### src/rtl/core/sbt_pkg.sv
// Shared types, codes and character classes for the source byte tokenizer.
// Used by sbt_step, sbt_out_queue and source_byte_tokenizer.
package sbt_pkg;

    localparam int POS_W = 32;
    localparam int LEN_W = 16;
    localparam int MAX_RES = 3;
    localparam int CAND_N = 4;

    localparam logic [2:0] MODE_IDLE = 3'd0;
    localparam logic [2:0] MODE_NUM  = 3'd1;
    localparam logic [2:0] MODE_ID   = 3'd2;
    localparam logic [2:0] MODE_HELD = 3'd3;
    localparam logic [2:0] MODE_ERR  = 3'd4;

    localparam logic [2:0] KIND_NUM   = 3'd0;
    localparam logic [2:0] KIND_ID    = 3'd1;
    localparam logic [2:0] KIND_PUNCT = 3'd2;
    localparam logic [2:0] KIND_ERR   = 3'd3;
    localparam logic [2:0] KIND_END   = 3'd4;

    localparam logic [4:0] PUNCT_EQ_EQ = 5'd0;
    localparam logic [4:0] PUNCT_NE    = 5'd1;
    localparam logic [4:0] PUNCT_LE    = 5'd2;
    localparam logic [4:0] PUNCT_GE    = 5'd3;
    localparam logic [4:0] PUNCT_SHL   = 5'd4;
    localparam logic [4:0] PUNCT_SHR   = 5'd5;
    localparam logic [4:0] PUNCT_LT    = 5'd6;
    localparam logic [4:0] PUNCT_GT    = 5'd7;
    localparam logic [4:0] PUNCT_NONE  = 5'd0;

    localparam logic [LEN_W-1:0] LEN_MAX = {LEN_W{1'b1}};

    typedef struct packed {
        logic [7:0] char_byte;
        logic       end_of_source;
    } t_in;

    typedef struct packed {
        logic [2:0]       token_kind;
        logic [4:0]       punct_code;
        logic [POS_W-1:0] token_start;
        logic [LEN_W-1:0] token_length;
        logic             last_of_run;
    } t_out;

    typedef struct packed {
        logic [2:0]       mode;
        logic [POS_W-1:0] pos;
        logic [POS_W-1:0] pstart;
        logic [LEN_W-1:0] plen;
        logic [7:0]       held;
    } t_scan_state;

    typedef struct packed {
        t_out [MAX_RES-1:0] slot;
        logic [1:0]         count;
    } t_res_set;

    function automatic logic is_digit(input logic [7:0] c);
        return (c >= 8'h30) && (c <= 8'h39);
    endfunction

    function automatic logic is_alpha(input logic [7:0] c);
        return ((c >= 8'h61) && (c <= 8'h7a)) || ((c >= 8'h41) && (c <= 8'h5a));
    endfunction

    function automatic logic is_space(input logic [7:0] c);
        return (c == 8'h20) || ((c >= 8'h09) && (c <= 8'h0d));
    endfunction

    function automatic logic is_ident_tail(input logic [7:0] c);
        return is_alpha(c) || is_digit(c) || (c == 8'h5f);
    endfunction

    function automatic logic is_held_char(input logic [7:0] c);
        return (c == 8'h3c) || (c == 8'h3e) || (c == 8'h3d) || (c == 8'h21);
    endfunction

    // Two-character punctuators: held first character h, current byte c.
    function automatic logic is_pair(input logic [7:0] h, input logic [7:0] c);
        return (c == 8'h3d && (h == 8'h3d || h == 8'h21 || h == 8'h3c || h == 8'h3e))
            || (h == 8'h3c && c == 8'h3c) || (h == 8'h3e && c == 8'h3e);
    endfunction

    function automatic logic [4:0] pair_code(input logic [7:0] h, input logic [7:0] c);
        logic [4:0] code;
        code = PUNCT_NONE;
        if (c == 8'h3d) begin
            unique case (h)
                8'h3d:   code = PUNCT_EQ_EQ;
                8'h21:   code = PUNCT_NE;
                8'h3c:   code = PUNCT_LE;
                8'h3e:   code = PUNCT_GE;
                default: code = PUNCT_NONE;
            endcase
        end else if (h == 8'h3c) begin
            code = PUNCT_SHL;
        end else begin
            code = PUNCT_SHR;
        end
        return code;
    endfunction

    // Single-character punctuators; bit 5 of the result flags a match.
    function automatic logic [5:0] single_lookup(input logic [7:0] c);
        logic [5:0] r;
        unique case (c)
            8'h2b:   r = {1'b1, 5'd8};
            8'h2d:   r = {1'b1, 5'd9};
            8'h2a:   r = {1'b1, 5'd10};
            8'h2f:   r = {1'b1, 5'd11};
            8'h28:   r = {1'b1, 5'd12};
            8'h29:   r = {1'b1, 5'd13};
            8'h7b:   r = {1'b1, 5'd14};
            8'h7d:   r = {1'b1, 5'd15};
            8'h5b:   r = {1'b1, 5'd16};
            8'h5d:   r = {1'b1, 5'd17};
            8'h2c:   r = {1'b1, 5'd18};
            8'h2e:   r = {1'b1, 5'd19};
            8'h3b:   r = {1'b1, 5'd20};
            8'h3a:   r = {1'b1, 5'd21};
            default: r = {1'b0, PUNCT_NONE};
        endcase
        return r;
    endfunction

endpackage

### src/rtl/core/source_byte_tokenizer.sv
// Streaming tokenizer top level: input register, scan state and result bank.
// Depends on sbt_pkg, sbt_step and sbt_out_queue.
//
// Usage: source bytes enter on the i_in_* valid/ready channel, one byte per
// transfer, with end_of_source set on the final byte of a source. Tokens
// leave on the o_out_* channel; last_of_run marks the final result that a
// byte caused. A byte may cause zero to three results.
// A byte passes through the input register and then the result bank, which
// registers its results; the byte waits in the input register until the bank is free.
// Throughput: one byte per cycle while each byte gives at most one result
// and the receiver is ready; a byte with more results holds the scanner until
// the single output port has drained the result bank.
// Reset (synchronous, active low) clears position and scan state and empties
// both the input register and the result bank. The end marker also returns
// the scan state to reset, so the next byte starts a new source at 0.
// When the receiver stalls, results wait in the bank, the scanner holds the
// next byte in its input register, and o_in_ready drops once that is full.
module source_byte_tokenizer (
    input  logic          i_clk,
    input  logic          i_rst_n,
    input  logic          i_in_valid,
    output logic          o_in_ready,
    input  sbt_pkg::t_in  i_in_data,
    output logic          o_out_valid,
    input  logic          i_out_ready,
    output sbt_pkg::t_out o_out_data
);
    import sbt_pkg::*;

    logic        r_in_valid;
    t_in         r_in;
    t_scan_state r_state;
    t_scan_state n_state;
    t_res_set    step_res;
    logic        q_free;
    logic        step_fire;

    assign step_fire  = r_in_valid && q_free;
    assign o_in_ready = !r_in_valid || step_fire;

    sbt_step u_step (
        .i_item  (r_in),
        .i_state (r_state),
        .o_state (n_state),
        .o_res   (step_res)
    );

    sbt_out_queue u_out_queue (
        .i_clk       (i_clk),
        .i_rst_n     (i_rst_n),
        .i_load      (step_fire),
        .i_res       (step_res),
        .o_free      (q_free),
        .o_out_valid (o_out_valid),
        .i_out_ready (i_out_ready),
        .o_out_data  (o_out_data)
    );

    always_ff @(posedge i_clk) begin
        if (!i_rst_n) begin
            r_in_valid <= 1'b0;
        end else if (o_in_ready) begin
            r_in_valid <= i_in_valid;
        end
    end

    always_ff @(posedge i_clk) begin
        if (i_in_valid && o_in_ready) begin
            r_in <= i_in_data;
        end
    end

    always_ff @(posedge i_clk) begin
        if (!i_rst_n) begin
            r_state.mode   <= MODE_IDLE;
            r_state.pos    <= '0;
            r_state.pstart <= '0;
            r_state.plen   <= '0;
            r_state.held   <= '0;
        end else if (step_fire) begin
            r_state <= n_state;
        end
    end

endmodule

### src/rtl/core/sbt_step.sv
// Per-byte scanner logic: classifies one byte against the scan state and
// produces the next state and up to three results. Depends on sbt_pkg.
module sbt_step (
    input  sbt_pkg::t_in         i_item,
    input  sbt_pkg::t_scan_state i_state,
    output sbt_pkg::t_scan_state o_state,
    output sbt_pkg::t_res_set    o_res
);
    import sbt_pkg::*;

    function automatic t_out make_res(input logic [2:0] kind, input logic [4:0] code,
                                      input logic [POS_W-1:0] start,
                                      input logic [LEN_W-1:0] len);
        t_out r;
        r.token_kind   = kind;
        r.punct_code   = code;
        r.token_start  = start;
        r.token_length = len;
        r.last_of_run  = 1'b0;
        return r;
    endfunction

    // A held character that did not pair: < and > stand alone, = and ! are errors.
    function automatic t_out held_res(input logic [7:0] h, input logic [POS_W-1:0] start);
        t_out r;
        if (h == 8'h3c) begin
            r = make_res(KIND_PUNCT, PUNCT_LT, start, LEN_W'(1));
        end else if (h == 8'h3e) begin
            r = make_res(KIND_PUNCT, PUNCT_GT, start, LEN_W'(1));
        end else begin
            r = make_res(KIND_ERR, PUNCT_NONE, start, LEN_W'(1));
        end
        return r;
    endfunction

    logic [7:0]        c;
    logic              consumed;
    logic              cont;
    logic [5:0]        single;
    logic [POS_W-1:0]  pos_inc;
    t_out              cand [CAND_N];
    logic [CAND_N-1:0] cand_v;
    t_scan_state       nxt;
    logic [1:0]        idx;
    t_res_set          res;

    assign c       = i_item.char_byte;
    assign single  = single_lookup(c);
    assign pos_inc = i_state.pos + POS_W'(1);

    always_comb begin
        nxt      = i_state;
        consumed = 1'b0;
        cont     = 1'b0;
        cand_v   = '0;
        for (int i = 0; i < CAND_N; i++) begin
            cand[i] = '0;
        end

        // Continue or close whatever was open before this byte.
        unique case (i_state.mode)
            MODE_NUM, MODE_ID: begin
                cont = (i_state.mode == MODE_NUM) ? is_digit(c) : is_ident_tail(c);
                if (cont) begin
                    if (i_state.plen != LEN_MAX) begin
                        nxt.plen = i_state.plen + LEN_W'(1);
                    end
                    consumed = 1'b1;
                end else begin
                    cand_v[0] = 1'b1;
                    cand[0]   = make_res((i_state.mode == MODE_NUM) ? KIND_NUM : KIND_ID,
                                         PUNCT_NONE, i_state.pstart, i_state.plen);
                    nxt.mode  = MODE_IDLE;
                end
            end
            MODE_HELD: begin
                cand_v[0] = 1'b1;
                if (is_pair(i_state.held, c)) begin
                    cand[0]  = make_res(KIND_PUNCT, pair_code(i_state.held, c),
                                        i_state.pstart, LEN_W'(2));
                    nxt.mode = MODE_IDLE;
                    consumed = 1'b1;
                end else if (i_state.held == 8'h3c || i_state.held == 8'h3e) begin
                    cand[0]  = held_res(i_state.held, i_state.pstart);
                    nxt.mode = MODE_IDLE;
                end else begin
                    cand[0]  = held_res(i_state.held, i_state.pstart);
                    nxt.mode = MODE_ERR;
                    consumed = 1'b1;
                end
            end
            MODE_ERR: begin
                consumed = 1'b1;
            end
            default: begin
                nxt.mode = MODE_IDLE;
            end
        endcase

        // The byte was not taken by the open token, so it starts something new.
        if (!consumed) begin
            if (is_space(c)) begin
                nxt.mode = MODE_IDLE;
            end else begin
                nxt.pstart = i_state.pos;
                nxt.plen   = LEN_W'(1);
                if (is_digit(c)) begin
                    nxt.mode = MODE_NUM;
                end else if (is_ident_tail(c)) begin
                    nxt.mode = MODE_ID;
                end else if (is_held_char(c)) begin
                    nxt.mode = MODE_HELD;
                    nxt.held = c;
                end else if (single[5]) begin
                    cand_v[1] = 1'b1;
                    cand[1]   = make_res(KIND_PUNCT, single[4:0], i_state.pos, LEN_W'(1));
                    nxt.mode  = MODE_IDLE;
                end else begin
                    cand_v[1] = 1'b1;
                    cand[1]   = make_res(KIND_ERR, PUNCT_NONE, i_state.pos, LEN_W'(1));
                    nxt.mode  = MODE_ERR;
                end
            end
        end

        if (i_item.end_of_source) begin
            if (nxt.mode == MODE_NUM || nxt.mode == MODE_ID) begin
                cand_v[2] = 1'b1;
                cand[2]   = make_res((nxt.mode == MODE_NUM) ? KIND_NUM : KIND_ID,
                                     PUNCT_NONE, nxt.pstart, nxt.plen);
            end else if (nxt.mode == MODE_HELD) begin
                cand_v[2] = 1'b1;
                cand[2]   = held_res(nxt.held, nxt.pstart);
            end
            cand_v[3] = 1'b1;
            cand[3]   = make_res(KIND_END, PUNCT_NONE, pos_inc, '0);
            nxt.mode   = MODE_IDLE;
            nxt.pos    = '0;
            nxt.pstart = '0;
            nxt.plen   = '0;
            nxt.held   = '0;
        end else begin
            nxt.pos = pos_inc;
        end
    end

    // Pack the candidates in order; at most three are ever present together.
    always_comb begin
        res = '0;
        idx = 2'd0;
        for (int i = 0; i < CAND_N; i++) begin
            if (cand_v[i] && idx != 2'd3) begin
                res.slot[idx] = cand[i];
                idx = idx + 2'd1;
            end
        end
        res.count = idx;
        if (idx != 2'd0) begin
            res.slot[idx - 2'd1].last_of_run = 1'b1;
        end
    end

    assign o_state = nxt;
    assign o_res   = res;

endmodule

### src/rtl/core/sbt_out_queue.sv
// Result register bank: holds the results of one byte and hands them out
// one transfer per cycle while the receiver is ready. Depends on sbt_pkg.
module sbt_out_queue (
    input  logic               i_clk,
    input  logic               i_rst_n,
    input  logic               i_load,
    input  sbt_pkg::t_res_set  i_res,
    output logic               o_free,
    output logic               o_out_valid,
    input  logic               i_out_ready,
    output sbt_pkg::t_out      o_out_data
);
    import sbt_pkg::*;

    t_out [MAX_RES-1:0] r_slot;
    logic [1:0]         r_cnt;
    logic [1:0]         r_head;
    logic               pop;

    assign o_out_valid = (r_head != r_cnt);
    assign pop         = o_out_valid && i_out_ready;
    // The bank can take a new set when it is empty or its last result leaves this cycle.
    assign o_free      = !o_out_valid || (pop && (r_head + 2'd1 == r_cnt));

    always_comb begin
        unique case (r_head)
            2'd0:    o_out_data = r_slot[0];
            2'd1:    o_out_data = r_slot[1];
            2'd2:    o_out_data = r_slot[2];
            default: o_out_data = '0;
        endcase
    end

    always_ff @(posedge i_clk) begin
        if (!i_rst_n) begin
            r_cnt  <= 2'd0;
            r_head <= 2'd0;
        end else if (i_load) begin
            r_cnt  <= i_res.count;
            r_head <= 2'd0;
        end else if (pop) begin
            r_head <= r_head + 2'd1;
        end
    end

    always_ff @(posedge i_clk) begin
        if (i_load) begin
            r_slot <= i_res.slot;
        end
    end

endmodule

### config.mk
export PLATFORM = sky130hd
export DESIGN_NAME = source_byte_tokenizer
export DESIGN_NICKNAME = d
export VERILOG_FILES = /design/src/rtl/core/sbt_pkg.sv /design/src/rtl/core/source_byte_tokenizer.sv /design/src/rtl/core/sbt_step.sv /design/src/rtl/core/sbt_out_queue.sv
export SDC_FILE = /design/constraint.sdc
export NUM_CORES = 1
export LEC_CHECK = 0
export ABC_AREA = 1
export BUFFER_PORTS_ARGS = -buffer_cell sky130_fd_sc_hd__buf_2
export CAP_MARGIN = 25
export CORE_MARGIN = 4
export CORE_UTILIZATION = 60
export CTS_BUF_LIST = sky130_fd_sc_hd__clkbuf_2 sky130_fd_sc_hd__clkbuf_4 sky130_fd_sc_hd__clkbuf_8
export DETAILED_ROUTE_END_ITERATION = 12
export PLACE_DENSITY = 0.78
export SETUP_SLACK_MARGIN = 0.4
export SLEW_MARGIN = 20
export SYNTH_ARGS = -nofsm -noshare
export SYNTH_HDL_FRONTEND = slang
export SYNTH_SLANG_ARGS = --single-unit
### constraint.sdc
create_clock -name i_clk -period 6.8 [get_ports i_clk]
set_input_delay 0.34 -clock i_clk [delete_from_list [all_inputs] [get_ports i_clk]]
set_output_delay 0.34 -clock i_clk [all_outputs]
set_load 0.03 [all_outputs]
== Word level (Yosys, flattened, before mapping) ==
Cells that the tools add are included.
Operators by class
  $add $sub $neg: 7
  order comparisons: 16
  equality and inequality tests: 41
  multiplexer cells: 80
  bitwise logic cells: 1
  reduce and logical (&&, ||, !) cells: 40
Operators by type and width (count)
  2-to-1 mux 57 bit: 14
  bitwise mux 171 bit: 4
  2-to-1 mux 171 bit: 4
  demux 57 bit (select 2 bit): 4
  2-to-1 mux 55 bit: 4
  case mux 57 bit (3 select lines): 1
  == test 8 x 6 -> 1 bit (second input constant): 21
  2-to-1 mux 56 bit: 3
  2-to-1 mux 114 bit: 1
  case mux 57 bit (2 select lines): 1
  case mux 6 bit (14 select lines): 1
  2-to-1 mux 16 bit: 3
  == test 8 x 7 -> 1 bit (second input constant): 5
  adder 32 x 1 -> 32 bit (second input constant): 1
  2-to-1 mux 32 bit: 1
  2-to-1 mux 3 bit: 10
  2-to-1 mux 8 bit: 3
  logical AND 1 bit: 18
  2-to-1 mux 1 bit: 17
  adder 16 x 1 -> 16 bit (second input constant): 1
  greater-or-equal comparator 8 x 7 -> 1 bit (second input constant): 2
  <= comparator 8 x 7 -> 1 bit (second input constant): 2
  logical OR 1 bit: 16
  inequality test 16 bit (second input constant): 1
  31 further kinds: 47
Word-level totals
  flip-flop bits (word level): 276
  output and inout port bits: 59
  word-level logic and storage cells: 210

== Logic depth before layout (Yosys ltp) ==
  depth in word-level cells: 26
  depth in mapped cells: 25
  mapped depth without buffers: 22

== Cells and area by module ==
A second synthesis with hierarchy kept.
Second synthesis, totals
  cell total of the unflattened synthesis: 2547
  area, all modules: 17508.0 µm²
Modules (own cells, without submodules)
  sbt_out_queue: instances 1, cells an instance 576, area an instance 6924.1 µm²
  sbt_step: instances 1, cells an instance 1378, area an instance 6520.0 µm²
  source_byte_tokenizer: instances 1, cells an instance 593, area an instance 4063.9 µm²

== Worst setup path after synthesis ==
OpenSTA, ideal clock, no wires.
  path type: reg-to-reg
  start: reg u_out_queue.r_head[0]
  end: reg r_state[11] in the netlist's numbering
  setup time: 0.137 ns
  arrival: 5.663 ns
  data required time: 6.663 ns
  setup slack: 1.000 ns
  stages on the path, launching flop included: 12
  buffers on the path: 2
  clock period less this slack: 5.800 ns
  path through: dfxtp_1 -> inv_1 -> ha_1 -> xor2_1 -> o31ai_1 -> nand2_1 -> inv_1 -> nor2_1 -> inv_1 -> clkbuf_1 -> clkbuf_1 -> o22ai_1
On the way
  longest elaborated chain between the ends: 5
  elaborated cells on any way between the ends: 8
  those cells by class: add/sub (1); eq/ne (2); reduce/logical (5)
RTL lines
  start: declaration: RTL line sbt_out_queue.sv:17  | logic [1:0] r_head;
  start signal: assignment: RTL line sbt_out_queue.sv:42  | r_head <= r_head + 2'd1;
  adder 2 x 1 -> 2 bit / inequality test 2 bit (equally long branches): RTL line sbt_out_queue.sv:23, sbt_out_queue.sv:20
  == test 2 bit / logical AND 1 bit (equally long branches): RTL line sbt_out_queue.sv:23, sbt_out_queue.sv:21
  logical AND 1 bit: RTL line sbt_out_queue.sv:23  | assign o_free = !o_out_valid || (pop && (r_head + 2'd1 == r_cnt));
  logical OR 1 bit *: RTL line sbt_out_queue.sv:23
  logical AND 1 bit *: RTL line source_byte_tokenizer.sv:38  | assign step_fire = r_in_valid && q_free;
  net step_fire: RTL line source_byte_tokenizer.sv:36  | logic step_fire;
  end signal: assignment: RTL line source_byte_tokenizer.sv:81  | r_state <= n_state;
  end: declaration: RTL line source_byte_tokenizer.sv:32  | t_scan_state r_state;
The timed path passes the listed nets; every way through them passes the cells marked *.
A chain may end at the register's enable or synchronous reset.

==> results.json <==
{
  "status": "completed",
  "max_cap_violations": 0,
  "maxSlewViolCount": 0,
  "die_h_um": 172,
  "ys_seq_area_share_pct": 45.1,
  "drt_pass1_iterations": 7,
  "setup_slack_ns": 1.09,
  "relSlewSlack_pct": 31.0,
  "fmax_mhz": 175,
  "place_area_um2": 16500,
  "powerDensity_nw_per_um2": 300,
  "post_cts_resized": 0,
  "grt.total_usage_pct": 32.1,
  "crit_path_start_kind": "flop",
  "dieWidth_um": 172,
  "fin_area_um2": 17600,
  "avgSynthCellArea_um2": 7.23,
  "period_minus_slack_ns": 5.71,
  "syn_area_um2": 16000,
  "drt_wl_total_um": 47700,
  "pre_cts_slack_ns": 1.26,
  "p_leak_nw": 7.25,
  "nNetsFinal": 2275,
  "critPathMaxFanout": 30,
  "n_fill_cell": 2250,
  "dp.cells": 2529,
  "clkTransAtPathRegs_ns": 0.06,
  "rows": 59,
  "stdcell_count": 2624,
  "drc": 0,
  "setup_viol": 0,
  "cts_tree": "yes",
  "drive_gt1_share_pct": 10.2,
  "vias": 15443,
  "cts_max_level": 2,
  "final_common_cell": "nand2_1",
  "async_flop_share_pct": 0,
  "clock-sinks": 273,
  "yosysUniqueCellTypes": 50,
  "insertion_delay_ns": 0.57,
  "cts_buffers": 47,
  "layout_common_cells": "nand2_1 (703), nor2_1 (243), inv_1 (218)",
  "dpl.hpwl_um": 29800,
  "clock_skew_ns": 0.0360,
  "whs_ns": 0.0584,
  "synth_edf_count": 177,
  "grt_max_degree": 81,
  "wl_per_cell_um": 18.2,
  "coreArea_um2": 26200,
  "io_buffers": 71,
  "rsz0062_at_grt": "false",
  "hold_class": "in2reg",
  "synthFlopType": "edfxtp_1",
  "antenna_found_initial": 0,
  "num_antenna_cells": 0,
  "pin_count": 72,
  "start_util_pct": 61.2,
  "grt_pass1_vias": 14300,
  "die_area_um2": 29400,
  "yosysTopAreaCell": "edfxtp_1",
  "root_buffer": "clkbuf_8",
  "synthTopCellsByArea": "edfxtp_1 (33%), nand2_1 (16%), dfxtp_1 (12%)",
  "clock_path_buffers": 3,
  "ys_ff_latch": 273,
  "vdd_ir_drop_max_mv": 0.233,
  "worstMarginPinSlew_ns": 1.03,
  "gp_congestion": 0.980,
  "hold_viol": 0,
  "end_kind": "flop",
  "required_ns": 7.09,
  "fin_util_pct": 67.0,
  "drtIter0Drc": 1870,
  "criticalPathCategory": "reg2reg",
  "synth_top_area_share_pct": 33.1,
  "yosysWarnings": 0,
  "via_per_inst": 5.89,
  "syn_to_final_growth_pct": 9.43,
  "arrival_ns": 6.00,
  "power_mw": 5.26,
  "final.period_utilization_pct": 83.9,
  "grt-ovfl-total": 0,
  "tns_ns": 0,
  "grt_pass1_wl_um": 75900,
  "postSynthCellCount": 2220,
  "final_antenna_net_count": 0,
  "syn_nets": 2242
}
[power breakdown]
part,leakage [nW],internal (mW),switching [mW]
logic,4.25,0.367,1.27
clock network,0.528,0.873,0.674
registers,2.48,2.02,0.0625
total,7.25,3.26,2.01
[cell families after synthesis]
family                   share of synthesized area [%]
adder cells (fa/ha/maj)                          0.702
AO/OA/AOI/OAI                                     11.6
buffers and inverters                             9.02
flip-flops                                        45.1
XOR/XNOR                                          2.13
AND/OR/NAND/NOR                                   31.4
[synth_stat cells, types with 16 or more instances]
cell and n:
edfxtp_1 177, dfxtp_1 96, a22oi_1 16, inv_1 219, nor2_1 243, o21ai_0 197
nor3_1 44, xor2_1 38, nand2_1 703, o22ai_1 46, nand4_1 36, clkbuf_1 63
buf_2 33, nand3_1 134, a21oi_1 47
[what timing repair did]
| action | CTS | global route |
|---|---|---|
| setup endpoints to repair | 0 | 0 |
| hold buffers | 9 | 0 |
| endpoints found under the hold margin | 9 | 0 |
| buffers inserted | 0 | 0 |
[routing by layer]
layer / wire [µm] / global-route usage (%)
met4: 1490 / 9.65
met1: 20100 / 46.1
met3: 4900 / 5.26
met2: 21200 / 50.4
met5: 0 / 0
[area by class of cell]
| cell class | instances | area (µm²) | area share, % |
|---|---|---|---|
| Clock buffer | 80 | 951 | 5.42 |
| Clock inverter | 5 | 22.5 | 0.128 |
| Inverter | 236 | 896 | 5.10 |
| Multi-Input combinational cell | 1590 | 7370 | 42.0 |
| Sequential cell | 273 | 7240 | 41.2 |
| Tap cell | 335 | 419 | 2.39 |
| Timing Repair Buffer | 105 | 664 | 3.78 |
[worst paths after layout]
check	startpoint	endpoint	slack, ns	cells past startpoint
worst max-delay path	r_in[1]$_DFFE_PP_	u_out_queue.r_slot[99]$_DFFE_PP_	1.09	20
worst min-delay path	i_in_valid	r_in_valid$_SDFFE_PN0N_	0.06	3
worst max register to register	r_in[1]$_DFFE_PP_	u_out_queue.r_slot[99]$_DFFE_PP_	1.09	20
worst min register to register	r_state[55]$_SDFFE_PN0P_	r_state[55]$_SDFFE_PN0P_	0.49	2
[registers in the layout, summed over array words and instances, names as in the netlist]
name and count:
u_out_queue.r_slot 168, r_state 91, r_in 9, u_out_queue.r_cnt 2
u_out_queue.r_head 2, r_in_valid 1
[critical path, stage by stage, from the launching register on]
cell and delay, ns:
edfxtp_1 0.50, nor2_1 0.25, nand3_1 0.10, nand2_1 0.08, inv_1 0.04, a21oi_1 0.23, nand2_2 0.13, nand3_2 0.13
nand2_2 0.27, inv_2 0.23, nand2_2 0.39, inv_1 0.65, ha_1 0.34, nand2_1 0.16, nand3_1 0.14, nand2_1 0.10
nand2_4 0.36, nand3_2 0.69, buf_4 0.47, nand2_1 0.08, o21ai_1 0.06
Power figures use the tool's default switching activity.
